$ cat src/md5_stream_hasher_defines.svh
// assertion macros for the md5 stream hasher
// used by the top level only, expects clk and arst_n in scope
`ifndef MD5_STREAM_HASHER_DEFINES_SVH
`define MD5_STREAM_HASHER_DEFINES_SVH

// same-cycle implication
`define MD5_ASSERT_NOW(lbl, ante, cons, msg) \
lbl: assert property (@(posedge clk) disable iff (!arst_n) (ante) |-> (cons)) else $error(msg);

// next-cycle implication
`define MD5_ASSERT_NEXT(lbl, ante, cons, msg) \
lbl: assert property (@(posedge clk) disable iff (!arst_n) (ante) |=> (cons)) else $error(msg);

`endif

$ cat src/md5_pkg.sv
// md5 stream hasher package: opcodes, states, command and status types, round tables
// no dependencies
`timescale 1ns / 1ps

package md5_pkg;

	typedef enum logic [1:0] {
		OP_APPEND = 2'd0,
		OP_FINAL  = 2'd1,
		OP_CLEAR  = 2'd2
	} op_t;

	typedef enum logic [2:0] {
		ST_IDLE,
		ST_PRE,
		ST_ROUND,
		ST_FINISH,
		ST_EMIT
	} state_t;

	typedef enum logic [1:0] {
		MODE_BLOCK,
		MODE_FIN1,
		MODE_FIN2
	} mode_t;

	typedef struct packed {
		logic       append;
		logic       clear;
		logic       load;
		logic       round_en;
		logic [5:0] rnd;
		logic [5:0] rd_rnd;
		logic       finish;
		mode_t      mode;
		logic [1:0] emit_idx;
	} cmd_t;

	typedef struct packed {
		logic fill_last;
		logic pad_two;
	} status_t;

	localparam logic [31:0] INIT_H0 = 32'h67452301;
	localparam logic [31:0] INIT_H1 = 32'hefcdab89;
	localparam logic [31:0] INIT_H2 = 32'h98badcfe;
	localparam logic [31:0] INIT_H3 = 32'h10325476;
	localparam logic [31:0] PAD_BYTE = 32'h00000080;
	localparam logic [5:0]  FILL_LAST = 6'd63;
	localparam logic [5:0]  PAD_LIMIT = 6'd55;
	localparam logic [5:0]  ROUND_LAST = 6'd63;
	localparam logic [3:0]  LEN_WORD_LO = 4'd14;
	localparam logic [3:0]  LEN_WORD_HI = 4'd15;
	localparam logic [1:0]  WORD_LAST = 2'd3;

	function automatic logic [31:0] round_const(input logic [5:0] r);
		logic [31:0] k;
		case (r)
			6'd0:  k = 32'hd76aa478;
			6'd1:  k = 32'he8c7b756;
			6'd2:  k = 32'h242070db;
			6'd3:  k = 32'hc1bdceee;
			6'd4:  k = 32'hf57c0faf;
			6'd5:  k = 32'h4787c62a;
			6'd6:  k = 32'ha8304613;
			6'd7:  k = 32'hfd469501;
			6'd8:  k = 32'h698098d8;
			6'd9:  k = 32'h8b44f7af;
			6'd10: k = 32'hffff5bb1;
			6'd11: k = 32'h895cd7be;
			6'd12: k = 32'h6b901122;
			6'd13: k = 32'hfd987193;
			6'd14: k = 32'ha679438e;
			6'd15: k = 32'h49b40821;
			6'd16: k = 32'hf61e2562;
			6'd17: k = 32'hc040b340;
			6'd18: k = 32'h265e5a51;
			6'd19: k = 32'he9b6c7aa;
			6'd20: k = 32'hd62f105d;
			6'd21: k = 32'h02441453;
			6'd22: k = 32'hd8a1e681;
			6'd23: k = 32'he7d3fbc8;
			6'd24: k = 32'h21e1cde6;
			6'd25: k = 32'hc33707d6;
			6'd26: k = 32'hf4d50d87;
			6'd27: k = 32'h455a14ed;
			6'd28: k = 32'ha9e3e905;
			6'd29: k = 32'hfcefa3f8;
			6'd30: k = 32'h676f02d9;
			6'd31: k = 32'h8d2a4c8a;
			6'd32: k = 32'hfffa3942;
			6'd33: k = 32'h8771f681;
			6'd34: k = 32'h6d9d6122;
			6'd35: k = 32'hfde5380c;
			6'd36: k = 32'ha4beea44;
			6'd37: k = 32'h4bdecfa9;
			6'd38: k = 32'hf6bb4b60;
			6'd39: k = 32'hbebfbc70;
			6'd40: k = 32'h289b7ec6;
			6'd41: k = 32'heaa127fa;
			6'd42: k = 32'hd4ef3085;
			6'd43: k = 32'h04881d05;
			6'd44: k = 32'hd9d4d039;
			6'd45: k = 32'he6db99e5;
			6'd46: k = 32'h1fa27cf8;
			6'd47: k = 32'hc4ac5665;
			6'd48: k = 32'hf4292244;
			6'd49: k = 32'h432aff97;
			6'd50: k = 32'hab9423a7;
			6'd51: k = 32'hfc93a039;
			6'd52: k = 32'h655b59c3;
			6'd53: k = 32'h8f0ccc92;
			6'd54: k = 32'hffeff47d;
			6'd55: k = 32'h85845dd1;
			6'd56: k = 32'h6fa87e4f;
			6'd57: k = 32'hfe2ce6e0;
			6'd58: k = 32'ha3014314;
			6'd59: k = 32'h4e0811a1;
			6'd60: k = 32'hf7537e82;
			6'd61: k = 32'hbd3af235;
			6'd62: k = 32'h2ad7d2bb;
			default: k = 32'heb86d391;
		endcase
		return k;
	endfunction

	function automatic logic [4:0] rot_amount(input logic [5:0] r);
		logic [4:0] s;
		case ({r[5:4], r[1:0]})
			4'd0:  s = 5'd7;
			4'd1:  s = 5'd12;
			4'd2:  s = 5'd17;
			4'd3:  s = 5'd22;
			4'd4:  s = 5'd5;
			4'd5:  s = 5'd9;
			4'd6:  s = 5'd14;
			4'd7:  s = 5'd20;
			4'd8:  s = 5'd4;
			4'd9:  s = 5'd11;
			4'd10: s = 5'd16;
			4'd11: s = 5'd23;
			4'd12: s = 5'd6;
			4'd13: s = 5'd10;
			4'd14: s = 5'd15;
			default: s = 5'd21;
		endcase
		return s;
	endfunction

	function automatic logic [3:0] msg_idx(input logic [5:0] r);
		logic [3:0] r4;
		logic [3:0] g;
		r4 = r[3:0];
		case (r[5:4])
			2'd0:    g = r4;
			2'd1:    g = 4'((r4 << 2) + r4 + 4'd1);
			2'd2:    g = 4'((r4 << 1) + r4 + 4'd5);
			default: g = 4'((r4 << 3) - r4);
		endcase
		return g;
	endfunction

	function automatic logic [31:0] round_f(input logic [1:0] grp, input logic [31:0] b,
		input logic [31:0] c, input logic [31:0] d);
		logic [31:0] f;
		case (grp)
			2'd0:    f = (b & c) | (~b & d);
			2'd1:    f = (d & b) | (~d & c);
			2'd2:    f = b ^ c ^ d;
			default: f = c ^ (b | ~d);
		endcase
		return f;
	endfunction

	function automatic logic [31:0] rotl(input logic [31:0] v, input logic [4:0] n);
		logic [63:0] dbl;
		dbl = {v, v} << n;
		return dbl[63:32];
	endfunction

endpackage

$ cat src/md5_ram.sv
// generic single write port, single read port ram with registered read
// no dependencies
`timescale 1ns / 1ps

module md5_ram #(
	parameter int WIDTH = 32,
	parameter int DEPTH = 16
) (
	input  logic                     clk,
	input  logic                     we,
	input  logic [$clog2(DEPTH)-1:0] waddr,
	input  logic [WIDTH-1:0]         wdata,
	input  logic [$clog2(DEPTH)-1:0] raddr,
	output logic [WIDTH-1:0]         rdata
);

	logic [WIDTH-1:0] mem_q [DEPTH];

	always_ff @(posedge clk) begin
		if (we) begin
			mem_q[waddr] <= wdata;
		end
		rdata <= mem_q[raddr];
	end

endmodule

$ cat src/md5_ctrl.sv
// md5 stream hasher controller: handshakes, round counter, block and finalize sequencing
// depends on md5_pkg
`timescale 1ns / 1ps

module md5_ctrl (
	input  logic             clk,
	input  logic             arst_n,
	input  logic             s_tvalid,
	output logic             s_tready,
	input  logic [1:0]       opcode,
	output logic             m_tvalid,
	input  logic             m_tready,
	input  md5_pkg::status_t status,
	output md5_pkg::cmd_t    cmd
);

	md5_pkg::state_t state_q, state_d;
	md5_pkg::mode_t  mode_q, mode_d;
	logic [5:0]      rnd_q, rnd_d;
	logic [1:0]      emit_q, emit_d;

	always_ff @(posedge clk or negedge arst_n) begin
		if (!arst_n) begin
			state_q <= md5_pkg::ST_IDLE;
			mode_q  <= md5_pkg::MODE_BLOCK;
			rnd_q   <= '0;
			emit_q  <= '0;
		end else begin
			state_q <= state_d;
			mode_q  <= mode_d;
			rnd_q   <= rnd_d;
			emit_q  <= emit_d;
		end
	end

	always_comb begin
		state_d      = state_q;
		mode_d       = mode_q;
		rnd_d        = rnd_q;
		emit_d       = emit_q;
		s_tready     = 1'b0;
		m_tvalid     = 1'b0;
		cmd          = '0;
		cmd.mode     = mode_q;
		cmd.rnd      = rnd_q;
		cmd.rd_rnd   = 6'(rnd_q + 6'd1);
		cmd.emit_idx = emit_q;
		unique case (state_q)
			md5_pkg::ST_IDLE: begin
				s_tready = 1'b1;
				if (s_tvalid) begin
					unique case (md5_pkg::op_t'(opcode))
						md5_pkg::OP_APPEND: begin
							cmd.append = 1'b1;
							if (status.fill_last) begin
								mode_d  = md5_pkg::MODE_BLOCK;
								state_d = md5_pkg::ST_PRE;
							end
						end
						md5_pkg::OP_FINAL: begin
							mode_d  = md5_pkg::MODE_FIN1;
							state_d = md5_pkg::ST_PRE;
						end
						md5_pkg::OP_CLEAR: begin
							cmd.clear = 1'b1;
						end
						default: begin
						end
					endcase
				end
			end
			md5_pkg::ST_PRE: begin
				cmd.load   = 1'b1;
				cmd.rd_rnd = '0;
				rnd_d      = '0;
				state_d    = md5_pkg::ST_ROUND;
			end
			md5_pkg::ST_ROUND: begin
				cmd.round_en = 1'b1;
				rnd_d        = 6'(rnd_q + 6'd1);
				if (rnd_q == md5_pkg::ROUND_LAST) begin
					state_d = md5_pkg::ST_FINISH;
				end
			end
			md5_pkg::ST_FINISH: begin
				cmd.finish = 1'b1;
				case (mode_q)
					md5_pkg::MODE_BLOCK: state_d = md5_pkg::ST_IDLE;
					md5_pkg::MODE_FIN1: begin
						if (status.pad_two) begin
							mode_d  = md5_pkg::MODE_FIN2;
							state_d = md5_pkg::ST_PRE;
						end else begin
							state_d = md5_pkg::ST_EMIT;
						end
					end
					default: state_d = md5_pkg::ST_EMIT;
				endcase
			end
			md5_pkg::ST_EMIT: begin
				m_tvalid = 1'b1;
				if (m_tready) begin
					if (emit_q == md5_pkg::WORD_LAST) begin
						emit_d  = '0;
						state_d = md5_pkg::ST_IDLE;
					end else begin
						emit_d = 2'(emit_q + 2'd1);
					end
				end
			end
			default: state_d = md5_pkg::ST_IDLE;
		endcase
	end

endmodule

$ cat src/md5_dpath.sv
// md5 stream hasher datapath: block buffer, fill and length counters, round unit, chain words
// depends on md5_pkg and md5_ram
`timescale 1ns / 1ps

module md5_dpath (
	input  logic             clk,
	input  logic             arst_n,
	input  md5_pkg::cmd_t    cmd,
	input  logic [7:0]       data_byte,
	output md5_pkg::status_t status,
	output logic [31:0]      digest_word
);

	logic [5:0]  fill_q;
	logic [63:0] len_q;
	logic [23:0] part_q;
	logic [31:0] chain_q [4];
	logic [31:0] work_q [4];
	logic [31:0] a_q, b_q, c_q, d_q;
	logic [3:0]  msg_idx_s1;

	logic        ram_we;
	logic [3:0]  ram_raddr;
	logic [31:0] ram_wdata;
	logic [31:0] ram_rdata;
	logic [31:0] pad_word;
	logic [31:0] msg;
	logic        add_len;
	logic [31:0] src [4];
	logic [31:0] sum_t;
	logic [31:0] new_b;

	assign ram_we    = cmd.append && (fill_q[1:0] == 2'd3);
	assign ram_wdata = {data_byte, part_q};
	assign ram_raddr = md5_pkg::msg_idx(cmd.rd_rnd);

	md5_ram #(
		.WIDTH(32),
		.DEPTH(16)
	) u_buf (
		.clk  (clk),
		.we   (ram_we),
		.waddr(fill_q[5:2]),
		.wdata(ram_wdata),
		.raddr(ram_raddr),
		.rdata(ram_rdata)
	);

	assign status.fill_last = (fill_q == md5_pkg::FILL_LAST);
	assign status.pad_two   = (fill_q > md5_pkg::PAD_LIMIT);

	// pending bytes of the partial word, then the 0x80 marker
	always_comb begin
		case (fill_q[1:0])
			2'd0:    pad_word = md5_pkg::PAD_BYTE;
			2'd1:    pad_word = {16'h0000, md5_pkg::PAD_BYTE[7:0], part_q[7:0]};
			2'd2:    pad_word = {8'h00, md5_pkg::PAD_BYTE[7:0], part_q[15:0]};
			default: pad_word = {md5_pkg::PAD_BYTE[7:0], part_q};
		endcase
	end

	assign add_len = ((cmd.mode == md5_pkg::MODE_FIN1) && !status.pad_two) ||
		(cmd.mode == md5_pkg::MODE_FIN2);

	always_comb begin
		msg = '0;
		case (cmd.mode)
			md5_pkg::MODE_BLOCK: msg = ram_rdata;
			md5_pkg::MODE_FIN1: begin
				if (msg_idx_s1 < fill_q[5:2]) begin
					msg = ram_rdata;
				end else if (msg_idx_s1 == fill_q[5:2]) begin
					msg = pad_word;
				end
			end
			default: msg = '0;
		endcase
		if (add_len && (msg_idx_s1 == md5_pkg::LEN_WORD_LO)) begin
			msg = len_q[31:0];
		end else if (add_len && (msg_idx_s1 == md5_pkg::LEN_WORD_HI)) begin
			msg = len_q[63:32];
		end
	end

	always_comb begin
		for (int i = 0; i < 4; i++) begin
			src[i] = (cmd.mode == md5_pkg::MODE_FIN2) ? work_q[i] : chain_q[i];
		end
	end

	assign sum_t = a_q + md5_pkg::round_f(cmd.rnd[5:4], b_q, c_q, d_q) + msg +
		md5_pkg::round_const(cmd.rnd);
	assign new_b = md5_pkg::rotl(sum_t, md5_pkg::rot_amount(cmd.rnd)) + b_q;

	assign digest_word = work_q[cmd.emit_idx];

	always_ff @(posedge clk or negedge arst_n) begin
		if (!arst_n) begin
			fill_q     <= '0;
			len_q      <= '0;
			chain_q[0] <= md5_pkg::INIT_H0;
			chain_q[1] <= md5_pkg::INIT_H1;
			chain_q[2] <= md5_pkg::INIT_H2;
			chain_q[3] <= md5_pkg::INIT_H3;
			for (int i = 0; i < 4; i++) begin
				work_q[i] <= '0;
			end
		end else begin
			if (cmd.append) begin
				fill_q <= 6'(fill_q + 6'd1);
				len_q  <= 64'(len_q + 64'd8);
			end
			if (cmd.clear) begin
				fill_q     <= '0;
				len_q      <= '0;
				chain_q[0] <= md5_pkg::INIT_H0;
				chain_q[1] <= md5_pkg::INIT_H1;
				chain_q[2] <= md5_pkg::INIT_H2;
				chain_q[3] <= md5_pkg::INIT_H3;
				for (int i = 0; i < 4; i++) begin
					work_q[i] <= '0;
				end
			end
			if (cmd.finish) begin
				if (cmd.mode == md5_pkg::MODE_BLOCK) begin
					chain_q[0] <= src[0] + a_q;
					chain_q[1] <= src[1] + b_q;
					chain_q[2] <= src[2] + c_q;
					chain_q[3] <= src[3] + d_q;
				end else begin
					work_q[0] <= src[0] + a_q;
					work_q[1] <= src[1] + b_q;
					work_q[2] <= src[2] + c_q;
					work_q[3] <= src[3] + d_q;
				end
			end
		end
	end

	// payload registers, no reset
	always_ff @(posedge clk) begin
		msg_idx_s1 <= ram_raddr;
		if (cmd.append && (fill_q[1:0] != 2'd3)) begin
			part_q[{fill_q[1:0], 3'b000} +: 8] <= data_byte;
		end
		if (cmd.load) begin
			a_q <= src[0];
			b_q <= src[1];
			c_q <= src[2];
			d_q <= src[3];
		end else if (cmd.round_en) begin
			a_q <= d_q;
			b_q <= new_b;
			c_q <= b_q;
			d_q <= c_q;
		end
	end

endmodule

$ cat src/md5_stream_hasher.sv
// md5 stream hasher top level: byte-serial md5 with streaming input and digest output
// depends on md5_pkg, md5_ctrl, md5_dpath, md5_ram and md5_stream_hasher_defines.svh
//
// channel  direction  signals                     contents
// s_*      in         tvalid tready tdata tuser   tdata: data_byte; tuser: opcode
// m_*      out        tvalid tready tdata tlast   tdata: digest_word, word_index; tlast: last_word
//
// append and clear words are taken in the idle state
// the byte that completes a block holds s_tready low through load, 64 rounds and add
// finalize runs one compression, or two with more than 55 bytes pending, then four output words
// asynchronous reset loads the md5 initial chain; no clearing pass is needed
// s_tready stays low while digest words wait; a stalled output word holds
`timescale 1ns / 1ps
`include "md5_stream_hasher_defines.svh"

module md5_stream_hasher (
	input  logic        clk,
	input  logic        arst_n,
	input  logic        s_tvalid,
	output logic        s_tready,
	input  logic [7:0]  s_tdata,  // [7:0] data_byte
	input  logic [1:0]  s_tuser,  // [1:0] opcode
	output logic        m_tvalid,
	input  logic        m_tready,
	output logic [39:0] m_tdata,  // [31:0] digest_word, [33:32] word_index, zero above
	output logic        m_tlast   // last_word
);

	md5_pkg::cmd_t    cmd;
	md5_pkg::status_t status;
	logic [31:0]      digest_word;

	md5_ctrl u_ctrl (
		.clk     (clk),
		.arst_n  (arst_n),
		.s_tvalid(s_tvalid),
		.s_tready(s_tready),
		.opcode  (s_tuser),
		.m_tvalid(m_tvalid),
		.m_tready(m_tready),
		.status  (status),
		.cmd     (cmd)
	);

	md5_dpath u_dpath (
		.clk        (clk),
		.arst_n     (arst_n),
		.cmd        (cmd),
		.data_byte  (s_tdata),
		.status     (status),
		.digest_word(digest_word)
	);

	assign m_tdata = {6'b000000, cmd.emit_idx, digest_word};
	assign m_tlast = (cmd.emit_idx == md5_pkg::WORD_LAST);

	`MD5_ASSERT_NOW(a_no_overlap, 1'b1, !(s_tready && m_tvalid), "input taken during output")
	`MD5_ASSERT_NEXT(a_word_follows, m_tvalid && m_tready && !m_tlast, m_tvalid, "digest cut short")
	`MD5_ASSERT_NEXT(a_back_idle, m_tvalid && m_tready && m_tlast, s_tready, "no return to idle")
	`MD5_ASSERT_NEXT(a_final_busy, s_tvalid && s_tready && (s_tuser == md5_pkg::OP_FINAL), !s_tready && !m_tvalid, "finalize did not start compression")

endmodule

$ cat config.mk
export PLATFORM = sky130hd
export DESIGN_NAME = md5_stream_hasher
export DESIGN_NICKNAME = d
export VERILOG_FILES = /design/src/md5_pkg.sv /design/src/md5_ram.sv /design/src/md5_ctrl.sv /design/src/md5_dpath.sv /design/src/md5_stream_hasher.sv
export VERILOG_INCLUDE_DIRS = /design/src /design/src/src
export SDC_FILE = /design/constraint.sdc
export NUM_CORES = 2
export LEC_CHECK = 0
export BUFFER_PORTS_ARGS = -buffer_cell sky130_fd_sc_hd__buf_2
export CAP_MARGIN = 40
export CELL_PAD_IN_SITES_DETAIL_PLACEMENT = 1
export CELL_PAD_IN_SITES_GLOBAL_PLACEMENT = 1
export CORE_ASPECT_RATIO = 0.7
export CORE_MARGIN = 4
export CORE_UTILIZATION = 50
export DETAILED_ROUTE_END_ITERATION = 7
export PLACE_DENSITY = 0.77
export SLEW_MARGIN = 20
export SYNTH_ARGS = -nofsm -noshare
export SYNTH_HDL_FRONTEND = slang
export SYNTH_SLANG_ARGS = --single-unit
$ cat constraint.sdc
create_clock -name clk -period 10.8 [get_ports clk]
set_input_delay 0.54 -clock clk [delete_from_list [all_inputs] [get_ports clk]]
set_output_delay 0.54 -clock clk [all_outputs]
set_load 0.05 [all_outputs]
# Yosys cells after proc, flatten, opt, wreduce, memory -nomap -nowiden
# Memories as Yosys holds them, arrays and structs flattened. A register that Yosys moved wholly into a read port is not among the register bits.
# Cells that the tools add are included.
totals:
  regBits: 495
  ram_bits: 512
  mem_bits_ro: 2128
  out_inout_bits: 43
  elab_cells: 173
  mem_count: 3
classes:
  n_addsub: 18
  magnitude_cmp: 3
  eq_ne: 30
  shifts: 3
  mux: 63
  bitwise: 13
  reduce_logical: 20
mem_list:
  columns: ["name", "words", "width", "rd", "rd_ports_with_merged_regs", "write_ports", "line", "source"]
  rows:
  - ["(no name shown)", 64, 32, 1, 0, 0, "md5_pkg.sv:58", "case (r)"]
  - ["u_dpath.u_buf.mem_q", 16, 32, 1, 1, 1, "md5_ram.sv:17", "logic [WIDTH-1:0] mem_q [DEPTH];"]
  - ["(no name shown)", 16, 5, 1, 0, 0, "md5_pkg.sv:129", "case ({r[5:4], r[1:0]})"]
ops:
  columns: ["op", "count"]
  rows:
  - ["2-to-1 mux 128 bit", 6]
  - ["2-to-1 mux 32 bit", 18]
  - ["adder 32 bit", 8]
  - ["case mux 32 bit (3 select lines)", 2]
  - ["bitwise AND 32 bit", 4]
  - ["2-to-1 mux 64 bit", 2]
  - ["OR 32 bit", 3]
  - ["XOR 32 bit", 3]
  - ["adder 64 x 4 -> 64 bit (second input constant)", 1]
  - ["binary-select mux 32 bit (select 2 bit)", 1]
  - ["NOT 32 bit", 2]
  - ["case mux 32 bit (2 select lines)", 1]
  - ["<< shifter 64 x 5 -> 64 bit", 1]
  - ["bitwise mux 24 bit", 1]
  - ["variable shift 8 x 7 -> 24 bit (first input constant)", 1]
  - ["variable part select 8 x 7 -> 24 bit", 1]
  - ["2-to-1 mux 3 bit", 6]
  - ["2-to-1 mux 6 bit", 3]
  - ["case mux 3 bit (5 select lines)", 1]
  - ["equality test 2 bit (second input constant)", 7]
  - ["2-to-1 mux 2 bit", 7]
  - ["adder 6 x 1 -> 6 bit (second input constant)", 2]
  - ["equality test 6 bit (second input constant)", 2]
  - ["case mux 3 bit (2 select lines)", 2]
  - ["31 further kinds", 65]

# Depth between registers and ports, before layout
logic_depth:
  depth_word: 13
  mapped_depth: 43
  ltp_nobuf: 41

# Modules after synthesis
# A second synthesis with hierarchy kept.
hier_totals:
  hier_cells: 5559
  area_unflattened_um2: 60417.9
by_module_without_submodules:
  columns: ["mod", "n_inst", "cells_each", "area_each_um2", "seq_area_each_um2"]
  rows:
  - ["md5_dpath", 1, 4634, 39724.3, 12807.3]
  - ["md5_ram", 1, 838, 19854.0, 16015.4]
  - ["md5_ctrl", 1, 79, 784.5, 325.3]
  - ["md5_stream_hasher", 1, 8, 55.1, 0.0]

# Worst setup path before layout
# Ideal clock, no wire load.
synth_timing:
  kind: "register to register"
  startpoint: "register u_ctrl.rnd_q[4]"
  endpoint: "register u_dpath.b_q[31], data pin"
  setup_time_ns: 0.254
  t_arrival_ns: 8.834
  t_required_ns: 10.546
  setup_slack_ns: 1.712
  stages_incl_launch_ff: 40
  period_less_slack_ns: 9.088
  cell_sequence: "dfrtp_1 -> buf_2 -> buf_2 -> buf_1 -> buf_1 -> clkbuf_1 -> clkbuf_1 -> clkbuf_1 -> o21ai_0 -> fa_1 -> inv_1 -> fa_1 -> inv_1 -> ha_1 -> buf_6 -> a21o_1 -> a31o_1 -> a211o_1 -> [4 not listed] -> nor2_1 -> o221ai_1 -> a21boi_0 -> mux2i_1 -> mux2_2 -> ha_1 -> a211oi_1 -> o21ai_0 -> a2111oi_0 -> nor3_1 -> nor4_1 -> o41ai_1 -> a21oi_1 -> o21ai_0 -> a21oi_1 -> xnor2_1 -> xnor2_1 -> o21a_1"
synth_between:
  elab_chain_len: 9
  elab_cells_between_ends: 13
synth_lines:
  columns: ["item", "line", "source"]
  rows:
  - ["start, declared", "md5_ctrl.sv:19", "logic [5:0] rnd_q, rnd_d;"]
  - ["start signal, assigned", "md5_ctrl.sv:31", "rnd_q <= rnd_d;"]
  - ["equality test 2 bit, or another cell as far along", "md5_pkg.sv:166", "case (grp)"]
  - ["case mux 32 bit (3 select lines)", "md5_pkg.sv:166", null]
  - ["adder 32 bit (3 in a row)", "md5_dpath.sv:91", "assign sum_t = a_q + md5_pkg::round_f(cmd.rnd[5:4], b_q, c_q, d_q) + msg +"]
  - ["<< shifter 64 x 5 -> 64 bit *", "md5_pkg.sv:177", "dbl = {v, v} << n;"]
  - ["adder 32 bit *", "md5_dpath.sv:93", "assign new_b = md5_pkg::rotl(sum_t, md5_pkg::rot_amount(cmd.rnd)) + b_q;"]
  - ["2-to-1 mux 32 bit *", "md5_dpath.sv:151", "end else if (cmd.round_en) begin"]
  - ["2-to-1 mux 32 bit *", "md5_dpath.sv:146", "if (cmd.load) begin"]
  - ["end signal, assigned", "md5_dpath.sv:148", "b_q <= src[1];"]
  - ["end signal, assigned", "md5_dpath.sv:153", "b_q <= new_b;"]
  - ["end, declared", "md5_dpath.sv:19", "logic [31:0] a_q, b_q, c_q, d_q;"]
# Mark *: on every way between the ends. The rest lies on a longest branch, timed or not. The select of a mux whose other input is x is not followed.
# A chain may end at the register's enable or synchronous reset.

# Worst setup path after layout
layout_timing:
  startpoint: "register u_dpath.fill_q[5]"
  endpoint: "register u_dpath.b_q[31], data pin"
layout_between:
  elab_chain_len: 13
  elab_cells_between_ends: 19
layout_lines:
  columns: ["item", "line", "source"]
  rows:
  - ["start, declared", "md5_dpath.sv:14", "logic [5:0] fill_q;"]
  - ["start signal, assigned", "md5_dpath.sv:110", "fill_q <= 6'(fill_q + 6'd1);"]
  - ["> comparator 6 bit", "md5_dpath.sv:50", "assign status.pad_two = (fill_q > md5_pkg::PAD_LIMIT);"]
  - ["zero test 1 bit", "md5_dpath.sv:62", "assign add_len = ((cmd.mode == md5_pkg::MODE_FIN1) && !status.pad_two) ||"]
  - ["logical AND 1 bit", "md5_dpath.sv:62", null]
  - ["logical OR 1 bit", "md5_dpath.sv:62", null]
  - ["logical AND 1 bit", "md5_dpath.sv:80", "end else if (add_len && (msg_idx_s1 == md5_pkg::LEN_WORD_HI)) begin"]
  - ["2-to-1 mux 32 bit", "md5_dpath.sv:80", null]
  - ["2-to-1 mux 32 bit *", "md5_dpath.sv:78", "if (add_len && (msg_idx_s1 == md5_pkg::LEN_WORD_LO)) begin"]
  - ["adder 32 bit * (2 in a row)", "md5_dpath.sv:91", null]
  - ["<< shifter 64 x 5 -> 64 bit *", "md5_pkg.sv:177", null]
  - ["adder 32 bit *", "md5_dpath.sv:93", null]
  - ["2-to-1 mux 32 bit *", "md5_dpath.sv:151", null]
  - ["2-to-1 mux 32 bit *", "md5_dpath.sv:146", null]
# Marks and branches as above.

==> impl_metrics.py <==
metrics = {
    "status": {
        "status": "finished, violations left",
        "violations_in_the_final_reports": "DRC",
    },
    "sta": {
        "timing.clock.skew_ns": 0.0580,
        "worst_hold_slack_ns": 0.105,
        "final_hold_violation_count": 0,
        "timing.final.ws_setup_ns": 0.640,
        "maxClockFrequency_mhz": 98.4,
        "layout_min_cycle_time_ns": 10.16,
        "drv_slew": 0,
        "worst_slew_slack_as_a_fraction_of_its_limit": 0.386,
        "layout_worst_path_cycle_share": 0.941,
        "setup_viol_count_final": 0,
        "tightest_slew_ns": 0.921,
    },
    "worst_setup_path": {
        "critical_path_peak_fanout": 8,
        "worst_ep_arrival_time_ns": 10.63,
        "cp_slowest_cell": "dfrtp_1",
        "worst_ep_required_time_ns": 11.27,
        "worst_setup_path_end_kind": "flop",
        "max_stage_delay_ns": 0.56,
        "beginning_of_the_worst_register_to_register_path": "u_dpath.fill_q[5]",
        "reg2reg_slack_ns": 0.64,
        "worst_setup_path_start_kind": "flop",
        "setup.worst_path.class": "flop to flop",
        "r2r_cells": 42,
        "cp-startpoint": "u_dpath.fill_q[5]",
    },
    "logic_synthesis": {
        "synth.lib_cells_used.distinct": 100,
        "synth_edf_count": 664,
        "ys_dominant_reg_cell": "edfxtp_1",
        "post_synth_instance_area_sq_um": 61500,
        "postSynth.asyncResetShare": 0.324,
        "ys.warnings.count": 0,
        "synthCells": 6290,
        "per_instance_average_area_after_synthesis_sq_um": 9.78,
        "postSynthRegisterBits": 1036,
        "synth-seq-area-share": 0.474,
    },
    "grt": {
        "grt_overflow_total": 0,
        "pin_count_of_the_biggest_net_entering_global_routing": 155,
        "initial_antenna_violation_count": 7,
        "first_pass_grt_wire_length_mm": 334,
        "via_count_of_the_first_global_routing_pass": 52116,
        "global_route.usage.total": 0.342,
    },
    "clock_network": {
        "clock_tree_from_tritoncts": "built",
        "clk_path_buf_depth": 3,
        "ctsHtreeMaxLevel": 3,
        "cts_setup_buffers": 0,
        "cts.sinks": 1036,
        "tritoncts.num_buffers": 104,
        "clk-insertion-delay-late_ns": 0.77,
        "clk_pin_slew_ns": 0.07,
        "cts.root.buffer_cell": "clkbuf_16",
    },
    "die": {
        "std_cell_rows": 107,
        "die_height_um": 302,
        "initial_core_util": 0.505,
        "floorplan.die_area_sq_um": 129000,
        "dieWidth_um": 427,
        "boundaryPins": 57,
        "core_sq_um": 122000,
    },
    "finish": {
        "seq_area_sq_um": 29200,
        "drive_above_1_share": 0.128,
        "area_delta_synth_final_pct": 11.0,
        "multiInputGateArea_sq_um": 30100,
        "final_nets": 6595,
        "instances_no_fill": 8021,
        "fillers": 13373,
    },
    "detailed_routing": {
        "vias": 51725,
        "detail_route.iter0.violations": 5915,
        "post-route-drc-count": 2,
        "drt-pass1-iter-count": 8,
        "detail_route.wl_per_cell_um": 27.8,
        "wirelength_mm": 223,
        "final_antenna_net_count": 0,
        "avgViaCountPerCell": 6.45,
    },
    "place": {
        "post-place-ws_ns": 0.570,
        "io_buffers": 50,
        "finalWeightedCongestion": 0.989,
        "dpl.cell_count": 7806,
        "post-dp-hpwl_mm": 151,
    },
    "hold_path": {
        "min_path_type": "input port to flop",
        "hold-path-cell-count": 3,
        "hold_path.startpoint": "m_tready",
    },
    "job": {
        "timing.max_cap.violations": 0,
    },
}
[cell usage after synthesis (all sizes together), types with 36 or more instances]
| cell | count | area, sq um |
|---|---|---|
| a21o | 87 | 653 |
| a21oi | 374 | 1880 |
| a311oi | 104 | 911 |
| a31oi | 140 | 876 |
| and2 | 37 | 231 |
| and3 | 106 | 663 |
| buf | 94 | 433 |
| clkbuf | 312 | 1170 |
| dfrtp | 272 | 6810 |
| dfstp | 64 | 1680 |
| dfxtp | 36 | 721 |
| edfxtp | 664 | 19900 |
| fa | 68 | 1360 |
| ha | 221 | 2770 |
| inv | 248 | 931 |
| mux2 | 147 | 1660 |
| mux2i | 98 | 981 |
| mux4 | 42 | 946 |
| nand2 | 1058 | 3970 |
| nand3 | 374 | 1870 |
| nor2 | 335 | 1260 |
| nor3 | 75 | 380 |
| o21ai | 490 | 2460 |
| xnor2 | 132 | 1170 |
| xor2 | 139 | 1220 |
[cells by family after synthesis]
| logic type | Yosys count | share of synthesized area |
|---|---|---|
| and+or+nand+nor | 2148 | 0.154 |
| xor gates and xnor gates | 271 | 0.0388 |
| other | 1 | 0.0000609 |
| adders and majority gates | 321 | 0.0723 |
| muxes | 287 | 0.0582 |
| AOI/OAI and AO/OA | 1568 | 0.161 |
| DFF | 1036 | 0.474 |
| buffers and inverters | 658 | 0.0414 |
[state kept, by name (all words and copies together) (netlist names), 32 cells and up]
| register | cells |
|---|---|
| u_dpath.a_q | 32 |
| u_dpath.b_q | 32 |
| u_dpath.c_q | 32 |
| u_dpath.chain_q | 128 |
| u_dpath.d_q | 32 |
| u_dpath.len_q | 61 |
| u_dpath.u_buf.mem_q | 512 |
| u_dpath.u_buf.rdata | 32 |
| u_dpath.work_q | 128 |
[final cells by class]
class | count | area share
diodes | 2 | 0.0000732
flip-flops and latches | 1036 | 0.427
inverters | 252 | 0.0140
clock buffers | 156 | 0.0436
well taps | 1635 | 0.0299
clock inverters | 42 | 0.00762
multi-input cells | 4601 | 0.441
repair buffers | 297 | 0.0369
[placed cells by master (no fill, tap or decap), drive strengths merged, types with 21 or more instances in the layout]
cell type	n
nor2b	26
nand3	374
clkbuf	160
o221a	21
xnor2	132
xor2	139
a21oi	374
and3	106
buf	292
and2	37
dfxtp	36
nand2	1058
dfrtp	272
or3	24
o21bai	23
edfxtp	664
dfstp	64
mux2	147
a21o	87
o211ai	26
mux2i	98
nor2	335
nand4	27
nand2b	35
a221oi	30
a22o	35
maj3	32
a311oi	104
inv	251
o21a	31
nor3	75
clkinv	32
o21ai	490
fa	68
a31oi	140
ha	221
a211oi	35
mux4	42
[repair_timing]
item,CTS,global route
resized for setup,0,9
setup endpoints to repair,0,6
hold endpoints to repair,64,0
hold buffers,1,0
[stage by stage]
stage | utilization | area, sq um | setup TNS, ns
detailed placement | 0.530 | 64600 | 0
global route | 0.560 | 68300 | -0.00964
CTS | 0.558 | 68100 | 0
finish | 0.560 | 68300 | 0
global placement | 0.527 | 64300 | 0
floorplan | - | 61600 | 0
[routing by layer]
layer | track usage | routed length [um] | share of wire
met3 | 0.0820 | 21100 | 0.095
met2 | 0.501 | 95900 | 0.43
met1 | 0.518 | 102000 | 0.46
met5 | 0 | 12 | 0.000054
met4 | 0.0643 | 3770 | 0.017
[worst paths after layout]
path / to
max: u_dpath.b_q[31]
min: u_ctrl.state_q[2]
max reg2reg: u_dpath.b_q[31]
min reg2reg: u_dpath.chain_q[61]
max in group asynchronous: u_dpath.fill_q[4]
min in group asynchronous: u_dpath.work_q[39]
[critical path, delay by kind of cell (launching register included)]
| kind | cells | cell delay [ns] |
|---|---|---|
| AO/OA/AOI/OAI | 20 | 4.24 |
| XOR/XNOR | 2 | 0.25 |
| adder cells (fa/ha/maj) | 6 | 2.25 |
| buffers and inverters | 6 | 0.79 |
| flip-flops | 1 | 0.56 |
| multiplexers | 2 | 0.59 |
| AND/OR/NAND/NOR | 6 | 1.18 |
Power is not shown: default switching activity piles up to over one toggle a cycle in this logic, so the estimate is an artifact.
